### config.mk
export PLATFORM = sky130hd
export DESIGN_NAME = csv_field_splitter
export DESIGN_NICKNAME = d
export VERILOG_FILES = /design/src/design/csvfs_pkg.sv /design/src/design/csvfs_front.sv /design/src/design/csvfs_sym_queue.sv /design/src/design/csvfs_back.sv /design/src/design/csv_field_splitter.sv
export SDC_FILE = /design/constraint.sdc
export NUM_CORES = 1
export LEC_CHECK = 0
export ABC_AREA = 0
export BUFFER_PORTS_ARGS = -buffer_cell sky130_fd_sc_hd__buf_4
export CAP_MARGIN = 20
export CORE_MARGIN = 2
export CORE_UTILIZATION = 46
export DETAILED_ROUTE_END_ITERATION = 7
export GPL_ROUTABILITY_DRIVEN = 1
export GPL_TIMING_DRIVEN = 0
export HOLD_SLACK_MARGIN = 0.03
export MAX_ROUTING_LAYER = met4
export PLACE_DENSITY = 0.64
export SLEW_MARGIN = 20
export SYNTH_ARGS = -nofsm -noshare
export SYNTH_HDL_FRONTEND = slang
export SYNTH_SLANG_ARGS = --single-unit
### constraint.sdc
create_clock -name clock -period 6.85 [get_ports clock]
set_input_delay 1.37 -clock clock [delete_from_list [all_inputs] [get_ports clock]]
set_output_delay 1.37 -clock clock [all_outputs]
set_load 0.02 [all_outputs]
### src/design/csvfs_pkg.sv
package csvfs_pkg;

   // Default depth of the trailing-whitespace store
   localparam int MAX_HELD_SPACES_DEFAULT = 16;

   localparam logic [7:0] BYTE_DQUOTE = 8'h22;
   localparam logic [7:0] BYTE_COMMA  = 8'h2C;
   localparam logic [7:0] BYTE_LEAD   = 8'hE2;  // first byte of a typographic quote
   localparam logic [7:0] BYTE_MID    = 8'h80;  // second byte of a typographic quote
   localparam logic [7:0] BYTE_OPENQ  = 8'h9C;
   localparam logic [7:0] BYTE_CLOSEQ = 8'h9D;

   typedef struct packed {
      logic [7:0] data_byte;
      logic       has_byte;
      logic       end_of_line;
   } req_type;

   typedef struct packed {
      logic [7:0] out_byte;
      logic       byte_valid;
      logic       field_end;
      logic       line_end;
      logic       overflow;
   } rsp_type;

   // Classified symbol handed from front to back
   typedef struct packed {
      logic       is_close;   // close a field
      logic       line_end;   // with is_close: the field closes the line
      logic [7:0] value;      // field byte when not a close
   } sym_type;

   function automatic logic is_space(input logic [7:0] c);
      return c inside {8'h20, [8'h09:8'h0D]};
   endfunction

endpackage

### src/design/csvfs_front.sv
module csvfs_front (
   input  logic                clock,
   input  logic                reset,
   input  logic                req_push,
   input  csvfs_pkg::req_type  req_data,
   output logic                req_full,
   input  logic                sym_full,
   output logic                sym_push,
   output csvfs_pkg::sym_type  sym_wr
);

   // Step slots, replayed lowest first
   localparam int STEP_LEAD_A = 0;
   localparam int STEP_MID_A  = 1;
   localparam int STEP_BYTE   = 2;
   localparam int STEP_LEAD_B = 3;
   localparam int STEP_MID_B  = 4;
   localparam int STEP_CLOSE  = 5;
   localparam int STEPS       = 6;

   localparam logic [1:0] PFX_NONE = 2'd0;
   localparam logic [1:0] PFX_ONE  = 2'd1;
   localparam logic [1:0] PFX_TWO  = 2'd2;

   logic [STEPS-1:0] pend_ff, pend_in, pend_rest, low, new_pend;
   logic [7:0]       fb_ff, fb_in, new_fb, step_byte;
   logic [1:0]       prefix_ff, prefix_in, new_prefix;
   logic             quoted_ff, quoted_in, held_ff, held_in;
   logic             go, accept, q_eff;

   assign go        = (pend_ff != '0) && !sym_full;
   assign low       = pend_ff & (~pend_ff + 1'b1);
   assign pend_rest = go ? (pend_ff & ~low) : pend_ff;
   assign req_full  = (pend_rest != '0);
   assign accept    = req_push && !req_full;

   always_comb begin
      if (low[STEP_LEAD_A] || low[STEP_LEAD_B]) begin
         step_byte = csvfs_pkg::BYTE_LEAD;
      end else if (low[STEP_MID_A] || low[STEP_MID_B]) begin
         step_byte = csvfs_pkg::BYTE_MID;
      end else begin
         step_byte = fb_ff;
      end
   end

   // Decode an incoming item into its list of steps
   always_comb begin
      new_pend   = '0;
      new_fb     = fb_ff;
      new_prefix = prefix_ff;
      if (req_data.has_byte) begin
         if (prefix_ff == PFX_ONE && req_data.data_byte == csvfs_pkg::BYTE_MID) begin
            new_prefix = PFX_TWO;
         end else if (prefix_ff == PFX_TWO &&
                      (req_data.data_byte == csvfs_pkg::BYTE_OPENQ ||
                       req_data.data_byte == csvfs_pkg::BYTE_CLOSEQ)) begin
            new_prefix          = PFX_NONE;
            new_pend[STEP_BYTE] = 1'b1;
            new_fb              = csvfs_pkg::BYTE_DQUOTE;
         end else begin
            new_pend[STEP_LEAD_A] = (prefix_ff != PFX_NONE);
            new_pend[STEP_MID_A]  = (prefix_ff == PFX_TWO);
            if (req_data.data_byte == csvfs_pkg::BYTE_LEAD) begin
               new_prefix = PFX_ONE;
            end else begin
               new_prefix          = PFX_NONE;
               new_pend[STEP_BYTE] = 1'b1;
               new_fb              = req_data.data_byte;
            end
         end
      end
      if (req_data.end_of_line) begin
         new_pend[STEP_LEAD_B] = (new_prefix != PFX_NONE);
         new_pend[STEP_MID_B]  = (new_prefix == PFX_TWO);
         new_pend[STEP_CLOSE]  = 1'b1;
         new_prefix            = PFX_NONE;
      end
   end

   assign pend_in   = accept ? new_pend : pend_rest;
   assign fb_in     = accept ? new_fb : fb_ff;
   assign prefix_in = accept ? new_prefix : prefix_ff;

   // Quote handling on the current step
   always_comb begin
      q_eff     = quoted_ff;
      quoted_in = quoted_ff;
      held_in   = held_ff;
      sym_push  = 1'b0;
      sym_wr    = '0;
      if (go) begin
         if (low[STEP_CLOSE]) begin
            sym_push        = 1'b1;
            sym_wr.is_close = 1'b1;
            sym_wr.line_end = 1'b1;
            held_in         = 1'b0;
            quoted_in       = 1'b0;
         end else if (held_ff && step_byte == csvfs_pkg::BYTE_DQUOTE) begin
            held_in      = 1'b0;
            sym_push     = 1'b1;
            sym_wr.value = csvfs_pkg::BYTE_DQUOTE;
         end else begin
            if (held_ff) begin
               held_in   = 1'b0;
               q_eff     = 1'b0;
               quoted_in = 1'b0;
            end
            if (step_byte == csvfs_pkg::BYTE_DQUOTE) begin
               if (q_eff) begin
                  held_in = 1'b1;
               end else begin
                  quoted_in = 1'b1;
               end
            end else if (step_byte == csvfs_pkg::BYTE_COMMA && !q_eff) begin
               sym_push        = 1'b1;
               sym_wr.is_close = 1'b1;
            end else begin
               sym_push     = 1'b1;
               sym_wr.value = step_byte;
            end
         end
      end
   end

   always_ff @(posedge clock) begin
      if (reset) begin
         pend_ff   <= '0;
         prefix_ff <= PFX_NONE;
         quoted_ff <= 1'b0;
         held_ff   <= 1'b0;
      end else begin
         pend_ff   <= pend_in;
         prefix_ff <= prefix_in;
         quoted_ff <= quoted_in;
         held_ff   <= held_in;
      end
   end

   always_ff @(posedge clock) begin
      fb_ff <= fb_in;
   end

endmodule

### src/design/csvfs_sym_queue.sv
module csvfs_sym_queue (
   input  logic                clock,
   input  logic                reset,
   input  logic                push,
   input  csvfs_pkg::sym_type  push_sym,
   output logic                full,
   input  logic                pop,
   output csvfs_pkg::sym_type  pop_sym,
   output logic                empty
);

   localparam int Depth = 4;
   localparam int PtrW  = $clog2(Depth);
   localparam int CntW  = $clog2(Depth + 1);

   csvfs_pkg::sym_type slot_ff [Depth];
   logic [PtrW-1:0]    wr_ptr_ff, wr_ptr_in, rd_ptr_ff, rd_ptr_in;
   logic [CntW-1:0]    cnt_ff, cnt_in;
   logic               do_push, do_pop;

   assign full    = (cnt_ff == CntW'(Depth));
   assign empty   = (cnt_ff == '0);
   assign do_push = push && !full;
   assign do_pop  = pop && !empty;
   assign pop_sym = slot_ff[rd_ptr_ff];

   assign wr_ptr_in = do_push ? wr_ptr_ff + 1'b1 : wr_ptr_ff;
   assign rd_ptr_in = do_pop ? rd_ptr_ff + 1'b1 : rd_ptr_ff;
   assign cnt_in    = cnt_ff + CntW'(do_push) - CntW'(do_pop);

   always_ff @(posedge clock) begin
      if (reset) begin
         wr_ptr_ff <= '0;
         rd_ptr_ff <= '0;
         cnt_ff    <= '0;
      end else begin
         wr_ptr_ff <= wr_ptr_in;
         rd_ptr_ff <= rd_ptr_in;
         cnt_ff    <= cnt_in;
      end
   end

   always_ff @(posedge clock) begin
      if (do_push) begin
         slot_ff[wr_ptr_ff] <= push_sym;
      end
   end

endmodule

### src/design/csvfs_back.sv
module csvfs_back #(
   parameter int MaxHeld = csvfs_pkg::MAX_HELD_SPACES_DEFAULT
) (
   input  logic                clock,
   input  logic                reset,
   input  logic                sym_empty,
   input  csvfs_pkg::sym_type  sym_rd,
   output logic                sym_pop,
   output logic                rsp_empty,
   input  logic                rsp_pop,
   output csvfs_pkg::rsp_type  rsp_data
);

   localparam int PtrW     = (MaxHeld > 1) ? $clog2(MaxHeld) : 1;
   localparam int CntW     = $clog2(MaxHeld + 1);
   localparam int OutDepth = 4;
   localparam int OPtrW    = $clog2(OutDepth);
   localparam int OCntW    = $clog2(OutDepth + 1);

   // Trailing-whitespace store, circular
   logic [7:0]      space_mem [MaxHeld];
   logic [7:0]      rd_data_ff;
   logic [PtrW-1:0] head_ff, head_in, tail_ff, tail_in, head_next, tail_next;
   logic [CntW-1:0] count_ff, count_in;
   logic            content_ff, content_in;
   logic            rdv_ff, rdv_in, rdov_ff, rdov_in;
   logic            wr_en;

   // Result queue
   csvfs_pkg::rsp_type out_ff [OutDepth];
   logic [OPtrW-1:0]   out_wr_ff, out_rd_ff;
   logic [OCntW-1:0]   out_cnt_ff, out_cnt_in;
   logic               out_push, out_pop, room;
   csvfs_pkg::rsp_type out_wdata, direct_data;
   logic               direct_push;

   assign head_next = (head_ff == PtrW'(MaxHeld - 1)) ? '0 : head_ff + 1'b1;
   assign tail_next = (tail_ff == PtrW'(MaxHeld - 1)) ? '0 : tail_ff + 1'b1;

   // Space for one more result next cycle, counting the read in flight
   assign room = (out_cnt_ff + OCntW'(rdv_ff)) < OCntW'(OutDepth);

   always_comb begin
      head_in     = head_ff;
      tail_in     = tail_ff;
      count_in    = count_ff;
      content_in  = content_ff;
      rdv_in      = 1'b0;
      rdov_in     = 1'b0;
      wr_en       = 1'b0;
      sym_pop     = 1'b0;
      direct_push = 1'b0;
      direct_data = '0;
      if (!sym_empty) begin
         if (sym_rd.is_close) begin
            if (!rdv_ff && room) begin
               direct_push           = 1'b1;
               direct_data.field_end = 1'b1;
               direct_data.line_end  = sym_rd.line_end;
               head_in               = tail_ff;
               count_in              = '0;
               content_in            = 1'b0;
               sym_pop               = 1'b1;
            end
         end else if (csvfs_pkg::is_space(sym_rd.value)) begin
            if (!content_ff) begin
               sym_pop = 1'b1;
            end else if (count_ff != CntW'(MaxHeld)) begin
               wr_en    = 1'b1;
               tail_in  = tail_next;
               count_in = count_ff + 1'b1;
               sym_pop  = 1'b1;
            end else if (room) begin
               rdv_in  = 1'b1;
               rdov_in = 1'b1;
               head_in = head_next;
               wr_en   = 1'b1;
               tail_in = tail_next;
               sym_pop = 1'b1;
            end
         end else if (count_ff != '0) begin
            if (room) begin
               rdv_in   = 1'b1;
               head_in  = head_next;
               count_in = count_ff - 1'b1;
            end
         end else if (!rdv_ff && room) begin
            direct_push            = 1'b1;
            direct_data.out_byte   = sym_rd.value;
            direct_data.byte_valid = 1'b1;
            content_in             = 1'b1;
            sym_pop                = 1'b1;
         end
      end
   end

   always_comb begin
      if (rdv_ff) begin
         out_wdata            = '0;
         out_wdata.out_byte   = rd_data_ff;
         out_wdata.byte_valid = 1'b1;
         out_wdata.overflow   = rdov_ff;
      end else begin
         out_wdata = direct_data;
      end
   end

   assign out_push   = rdv_ff || direct_push;
   assign rsp_empty  = (out_cnt_ff == '0);
   assign out_pop    = rsp_pop && !rsp_empty;
   assign rsp_data   = out_ff[out_rd_ff];
   assign out_cnt_in = out_cnt_ff + OCntW'(out_push) - OCntW'(out_pop);

   always_ff @(posedge clock) begin
      if (reset) begin
         head_ff    <= '0;
         tail_ff    <= '0;
         count_ff   <= '0;
         content_ff <= 1'b0;
         rdv_ff     <= 1'b0;
         out_wr_ff  <= '0;
         out_rd_ff  <= '0;
         out_cnt_ff <= '0;
      end else begin
         head_ff    <= head_in;
         tail_ff    <= tail_in;
         count_ff   <= count_in;
         content_ff <= content_in;
         rdv_ff     <= rdv_in;
         out_cnt_ff <= out_cnt_in;
         if (out_push) begin
            out_wr_ff <= out_wr_ff + 1'b1;
         end
         if (out_pop) begin
            out_rd_ff <= out_rd_ff + 1'b1;
         end
      end
   end

   always_ff @(posedge clock) begin
      rdov_ff    <= rdov_in;
      rd_data_ff <= space_mem[head_ff];
      if (wr_en) begin
         space_mem[tail_ff] <= sym_rd.value;
      end
      if (out_push) begin
         out_ff[out_wr_ff] <= out_wdata;
      end
   end

endmodule

### src/design/csv_field_splitter.sv
// Channel   Ports                          Transaction
// -------   ----------------------------   -----------------------------------------
// request   req_push, req_full, req_data   one raw byte and/or end-of-line marker
// response  rsp_pop, rsp_empty, rsp_data   one field byte or a bare field/line marker
//
// Ordinary bytes stream at one transaction per cycle in both directions unless a
// queue fills or held whitespace stalls the back. An item that replays a broken
// E2 / E2 80 prefix or closes a line holds the front for each of its steps (byte,
// replayed prefix byte, close), four at most. The back sends held whitespace first.
// Reset is synchronous and clears control state, not the whitespace store.
// Either side may stall for any time; both queues hold what is in flight.
module csv_field_splitter #(
   parameter int MAX_HELD_SPACES = csvfs_pkg::MAX_HELD_SPACES_DEFAULT
) (
   input  logic                clock,
   input  logic                reset,
   input  logic                req_push,
   input  csvfs_pkg::req_type  req_data,
   output logic                req_full,
   input  logic                rsp_pop,
   output csvfs_pkg::rsp_type  rsp_data,
   output logic                rsp_empty
);

   logic               sym_push, sym_full, sym_pop, sym_empty;
   csvfs_pkg::sym_type sym_wr, sym_rd;

   // Front: decode typographic quotes, track quoted mode, split on commas
   csvfs_front u_front (
      .clock    (clock),
      .reset    (reset),
      .req_push (req_push),
      .req_data (req_data),
      .req_full (req_full),
      .sym_full (sym_full),
      .sym_push (sym_push),
      .sym_wr   (sym_wr)
   );

   // Decouple front from back so each can stall on its own
   csvfs_sym_queue u_sym_queue (
      .clock    (clock),
      .reset    (reset),
      .push     (sym_push),
      .push_sym (sym_wr),
      .full     (sym_full),
      .pop      (sym_pop),
      .pop_sym  (sym_rd),
      .empty    (sym_empty)
   );

   // Back: trim whitespace at both ends of each field, emit results
   csvfs_back #(
      .MaxHeld (MAX_HELD_SPACES)
   ) u_back (
      .clock     (clock),
      .reset     (reset),
      .sym_empty (sym_empty),
      .sym_rd    (sym_rd),
      .sym_pop   (sym_pop),
      .rsp_empty (rsp_empty),
      .rsp_pop   (rsp_pop),
      .rsp_data  (rsp_data)
   );

   // The front must never push a symbol into a full queue
   a_sym_no_overrun: assert property (@(posedge clock) disable iff (reset)
      !(sym_push && sym_full))
      else $error("symbol pushed into full queue");

   // The back must never take a symbol that is not there
   a_sym_no_underrun: assert property (@(posedge clock) disable iff (reset)
      !(sym_pop && sym_empty))
      else $error("symbol popped from empty queue");

   // A field marker is bare, and a line end always closes a field
   a_marker_shape: assert property (@(posedge clock) disable iff (reset)
      !rsp_empty && (rsp_data.field_end || rsp_data.line_end) |->
         rsp_data.field_end && !rsp_data.byte_valid && !rsp_data.overflow)
      else $error("malformed field marker");

   // An overflow result always carries a whitespace byte
   a_overflow_ws: assert property (@(posedge clock) disable iff (reset)
      !rsp_empty && rsp_data.overflow |->
         rsp_data.byte_valid && csvfs_pkg::is_space(rsp_data.out_byte))
      else $error("overflow on a non-whitespace result");

endmodule

# After elaboration in Yosys (flattened, before gate mapping)
# Memories as Yosys holds them, arrays and structs flattened. A register that Yosys moved wholly into a read port is not among the register bits.
# Cells that the tools add are included.
word_totals:
  regBits: 48
  mem_bits_rw: 216
  input_bits: 14
  n_memories: 3
classes:
  order_cmp: 3
  reduce_logical: 40
  n_eq_ne: 22
  n_mux: 102
  bitwise_logic: 8
  n_addsub: 14
memory_table:
  columns: ["name", "words", "word_bits", "read_ports", "rd_ports_with_merged_regs", "write_ports", "line", "rtl"]
  rows:
  - ["u_back.space_mem", 16, 8, 1, 1, 1, "csvfs_back.sv:21", "logic [7:0] space_mem [MaxHeld];"]
  - ["u_back.out_ff", 4, 12, 1, 1, 1, "csvfs_back.sv:30", "csvfs_pkg::rsp_type out_ff [OutDepth];"]
  - ["u_sym_queue.slot_ff", 4, 10, 1, 1, 1, "csvfs_sym_queue.sv:16", "csvfs_pkg::sym_type slot_ff [Depth];"]
op_table:
  columns: ["cell", "n"]
  rows:
  - ["$mux W8", 7]
  - ["$mux W1", 55]
  - ["$mux W4", 11]
  - ["$mux W9", 4]
  - ["$mux W5", 7]
  - ["$eq A8 B8 Y1 const B", 4]
  - ["$eq A8 B6 Y1 const B", 3]
  - ["$mux W2", 10]
  - ["$and A6 B6 Y6", 2]
  - ["$mux W12", 1]
  - ["$mux W6", 2]
  - ["$not A6 Y6", 2]
  - ["$reduce_bool A6 Y1", 2]
  - ["$logic_and A1 B1 Y1", 11]
  - ["$mux W11", 1]
  - ["$mux W10", 1]
  - ["$reduce_and A5 Y1", 2]
  - ["$add A3 B1 Y3", 3]
  - ["$mux W3", 3]
  - ["$add A2 B1 Y2 const B", 4]
  - ["$add A4 B1 Y4 const B", 2]
  - ["$eq A4 B4 Y1 const B", 2]
  - ["$ge A8 B4 Y1 const B", 1]
  - ["$le A8 B4 Y1 const B", 1]
  - ["other kinds (24)", 48]

# Logic depth before layout (Yosys ltp)
logic_depth:
  ltp_word: 18
  mapped_depth: 15
  ltp_nobuf: 13

# Cells and area by module
# A second synthesis with hierarchy kept.
unflattened:
  cells_unflattened: 743
  hier_area_um2: 11701.2
modules_own_cells:
  columns: ["mod", "area_per_inst_um2", "n_inst", "cells_each"]
  rows:
  - ["csvfs_back", 8523.2, 1, 496]
  - ["csvfs_sym_queue", 1920.6, 1, 103]
  - ["csvfs_front", 1257.5, 1, 144]

# Least setup slack after synthesis
# OpenSTA, ideal clock, no wires.
synth_path:
  kind: "register to register"
  start: "reg (tool-made name)"
  end: "reg u_sym_queue.cnt_ff[2]"
  t_required_ps: 6722
  setup_ps: 128
  period_less_slack_ps: 4038
  n_path_buf: 2
  arrival_time_ps: 3910
  path_stages_with_launch: 16
  slack_ps: 2812
  cell_sequence: "dfxtp_1 > buf_6 > mux4_2 > or3_4 > or4_1 > buf_2 > and3_4 > a221o_1 > ha_1 > inv_1 > ha_1 > inv_1 > fa_1 > xor2_1 > xnor2_1 > nor2_1"
synth_rtl:
  columns: ["element", "line", "rtl"]
  rows:
  - ["to (signal assigned)", "csvfs_sym_queue.sv:39", "cnt_ff <= cnt_in;"]
  - ["to (decl)", "csvfs_sym_queue.sv:18", "logic [CntW-1:0] cnt_ff, cnt_in;"]

==> results.sh <==
export IMPL_finalSetupTns_ps=0
export IMPL_fmax_ghz=0.216
export IMPL_drv_cap=0
export IMPL_hold_buffers=0
export IMPL_combPwrFrac=0.286
export IMPL_postSynthAreaPerCell_um2=16.4
export IMPL_grt_pass1_wl_mm=35.4
export IMPL_slew_viol_final=0
export IMPL_cts_tree="done"
export IMPL_p_sw_mw=1.57
export IMPL_drive_gt1_frac=0.195
export IMPL_synth_warnings=0
export IMPL_period_share=0.677
export IMPL_p_int_mw=3.57
export IMPL_synth_top_area_frac=0.590
export IMPL_switching_share=0.305
export IMPL_htree_levels=1
export IMPL_place_gp_congestion=0.801
export IMPL_hold_path_class="reg -> reg"
export IMPL_post_drt_wl_per_cell_um=20.4
export IMPL_synth_top_cell_by_area="edfxtp_1"
export IMPL_drt_initial_drc_count=431
export IMPL_max_slew_margin_rel=0.308
export IMPL_drc_errors=0
export IMPL_cp_cell_sequence="clkbuf_1, mux4_2, or3_4, or4_1, buf_2, and3_4, a221o_1, ha_1, inv_1, ha_1, inv_1, fa_1, xor2_1, xnor2_1, nor2_1"
export IMPL_start_util=0.469
export IMPL_startpoint_type="flip-flop"
export IMPL_end_kind="flip-flop"
export IMPL_globalRouteOverflowTotal=0
export IMPL_setup_viol=0
export IMPL_ys_flop_type="edfxtp_1"
export IMPL_nFillCells=1944
export IMPL_cts_buffers=28
export IMPL_synth_cells=694
export IMPL_post_dp_hpwl_mm=15.2
export IMPL_hold_viol=0
export IMPL_clk_pin_slew_ps=60
export IMPL_synthTopCellsByArea="edfxtp_1 (59%), mux4_2 (12%), dfxtp_1 (9.1%)"
export IMPL_pwr_share_seq=0.438
export IMPL_ant_nets=0
export IMPL_timing_final_ws_setup_ps=2220
export IMPL_worstMarginPinSlew_ps=1040
export IMPL_critPathKind="reg -> reg"
export IMPL_antenna_found_initial=0
export IMPL_fin_skew_ps=20.6
export IMPL_first_global_vias=6476
export IMPL_fin_total_pwr_mw=5.15
export IMPL_post_cts_setup_buffer_count=0
export IMPL_ir_drop_v=0.000212
export IMPL_synth_seq_cells=276
export IMPL_place_inst=1046
export IMPL_grt_max_degree=22
export IMPL_max_stage_delay_ps=620
export IMPL_synthMostInstantiatedCell="edfxtp_1"
export IMPL_netlist_top_cells_count="edfxtp_1 (224), mux4_2 (60), dfxtp_1 (52), nor2_1 (52), a21oi_1 (33)"
export IMPL_clock_latency_ps=540
export IMPL_async_flop_share=0
export IMPL_die_h_um=161
export IMPL_min_period_ps=4630
export IMPL_synth_edf_count=224
export IMPL_routed_via_density=5.64
export IMPL_netlist_cell_type_count=63
export IMPL_critPathSlowestCell="mux4_2"
export IMPL_final_cells=1098
export IMPL_power_density_mw_per_mm2=399
export IMPL_core_region_area_mm2=0.0243
export IMPL_max_clock_path_buffers=3
export IMPL_syn_nets=731
export IMPL_boundaryPins=28
export IMPL_first_pass_iters=7
export IMPL_fp_row_count=57
export IMPL_dieArea_mm2=0.0260
export IMPL_crit_fanout=18
export IMPL_synthToLayoutAreaGrowth_pct=13.2
export IMPL_dpl_worst_slack_ps=2070
export IMPL_nets=789
export IMPL_rsz0062_at_grt="false"
export IMPL_cp_required_ps=7260
export IMPL_cp_arrival_ps=5040
export IMPL_syn_area_mm2=0.0114
export IMPL_port_buffers=27
export IMPL_clockRootBuffer="clkbuf_16"
export IMPL_p_leak_nw=4.24
export IMPL_n_antenna_cell=0
export IMPL_num_vias=6190
export IMPL_cts_resized=0
export IMPL_synth_seq_area_share=0.682
export IMPL_status="finished, final reports clean"
export IMPL_die_w_um=161
export IMPL_routed_wl_mm=22.4
export IMPL_clock_sinks=276
export IMPL_track_usage=0.180
export IMPL_power_frac_clock=0.276
worst max-delay path: cells and delay by family, from the launching register on:
family	cells	cell delay, ps
simple gates	4	1220
compound gates	1	400
mux	1	620
flops	1	310
buf+inv	4	770
fa+ha+maj	3	850
xor+xnor	2	320
layer usage:
| metal | wire length, um | part of all wire | GRT usage | vias to the layer above |
|---|---|---|---|---|
| li1 | - | - | - | 2835 |
| met1 | 9340 | 0.42 | 0.225 | 3120 |
| met2 | 11600 | 0.52 | 0.314 | 188 |
| met3 | 996 | 0.044 | 0.0218 | 47 |
| met4 | 518 | 0.023 | 0.0483 | 0 |
| met5 | 0 | 0 | - | - |
cells by family (layout without fill, tap and decap cells):
group                    count (synthesis)  after routing  synth area share
flip-flops                             276            276             0.682
adder cells (fa/ha/maj)                 24             24            0.0281
buffers and inverters                   52            132            0.0179
AND/OR/NAND/NOR                        167            167            0.0767
AO/OA/AOI/OAI                           91             91            0.0545
XOR/XNOR                                15             15            0.0115
multiplexers                            69             69             0.130
placed cells by master (no fill, tap or decap), drive strengths merged, types with 4 or more instances in the layout:
cell type,instances
edfxtp,224
buf,35
xnor2,7
a21oi,34
nand2,18
nand4,4
and3,9
mux2i,4
a311oi,4
xor2,8
nor2b,11
nand3,6
and2,16
nor3,16
ha,20
o21ai,15
mux4,62
a21o,5
clkbuf,66
or2,7
clkinv,7
a22o,11
nor2,52
or3,4
inv,22
dfxtp,52
nand2b,9
or4,4
power by group through the flow:
stage	clock network [mW]	logic, mW	registers [mW]
after floorplan	0	1.04	2.26
after global placement	0	1.40	2.28
after detailed placement	0	1.48	2.29
after CTS	1.45	1.49	2.26
after global routing	1.51	1.61	2.27
final	1.42	1.47	2.25
sequential cells by signal, indices dropped and copies added, names as in the netlist, 5 cells and up, named ones only:
register and cells:
u_back.space_mem 128, u_back.out_ff 48, u_sym_queue.slot_ff 40, u_back.rd_data_ff 8, u_front.fb_ff 8, u_front.pend_ff 6
u_back.count_ff 5
worst paths after layout:
path	start	end	slack, ps	cells past startpoint
setup / recovery	flip-flop	u_sym_queue.cnt_ff[2]	2220	15
hold / removal	u_front.quoted_ff	u_front.quoted_ff	510	2
setup reg to reg	flip-flop	u_sym_queue.cnt_ff[2]	2220	15
hold reg to reg	u_front.quoted_ff	u_front.quoted_ff	510	2
layout make-up:
cell class	count	area [um^2]	area share
tap	324	405	0.0314
sequential	276	7770	0.602
timing repair buffer	28	208	0.0161
buffer	31	125	0.00970
clock buffer	42	805	0.0624
inverter	21	78.8	0.00611
multi-input combinational	366	3460	0.268
clock inverter	10	56.3	0.00436
metrics by stage:
step           instance area [um^2]   util  hold slack, ps
3_5_place_dp                  12000  0.495             489
4_1_cts                       12900  0.530             499
5_1_grt                       12900  0.530             528
2_1_floorplan                 11400      -             459
6_report                      12900  0.530             506
3_3_place_gp                  12000  0.494             472
No activity file was read; power rests on OpenSTA's default activity.
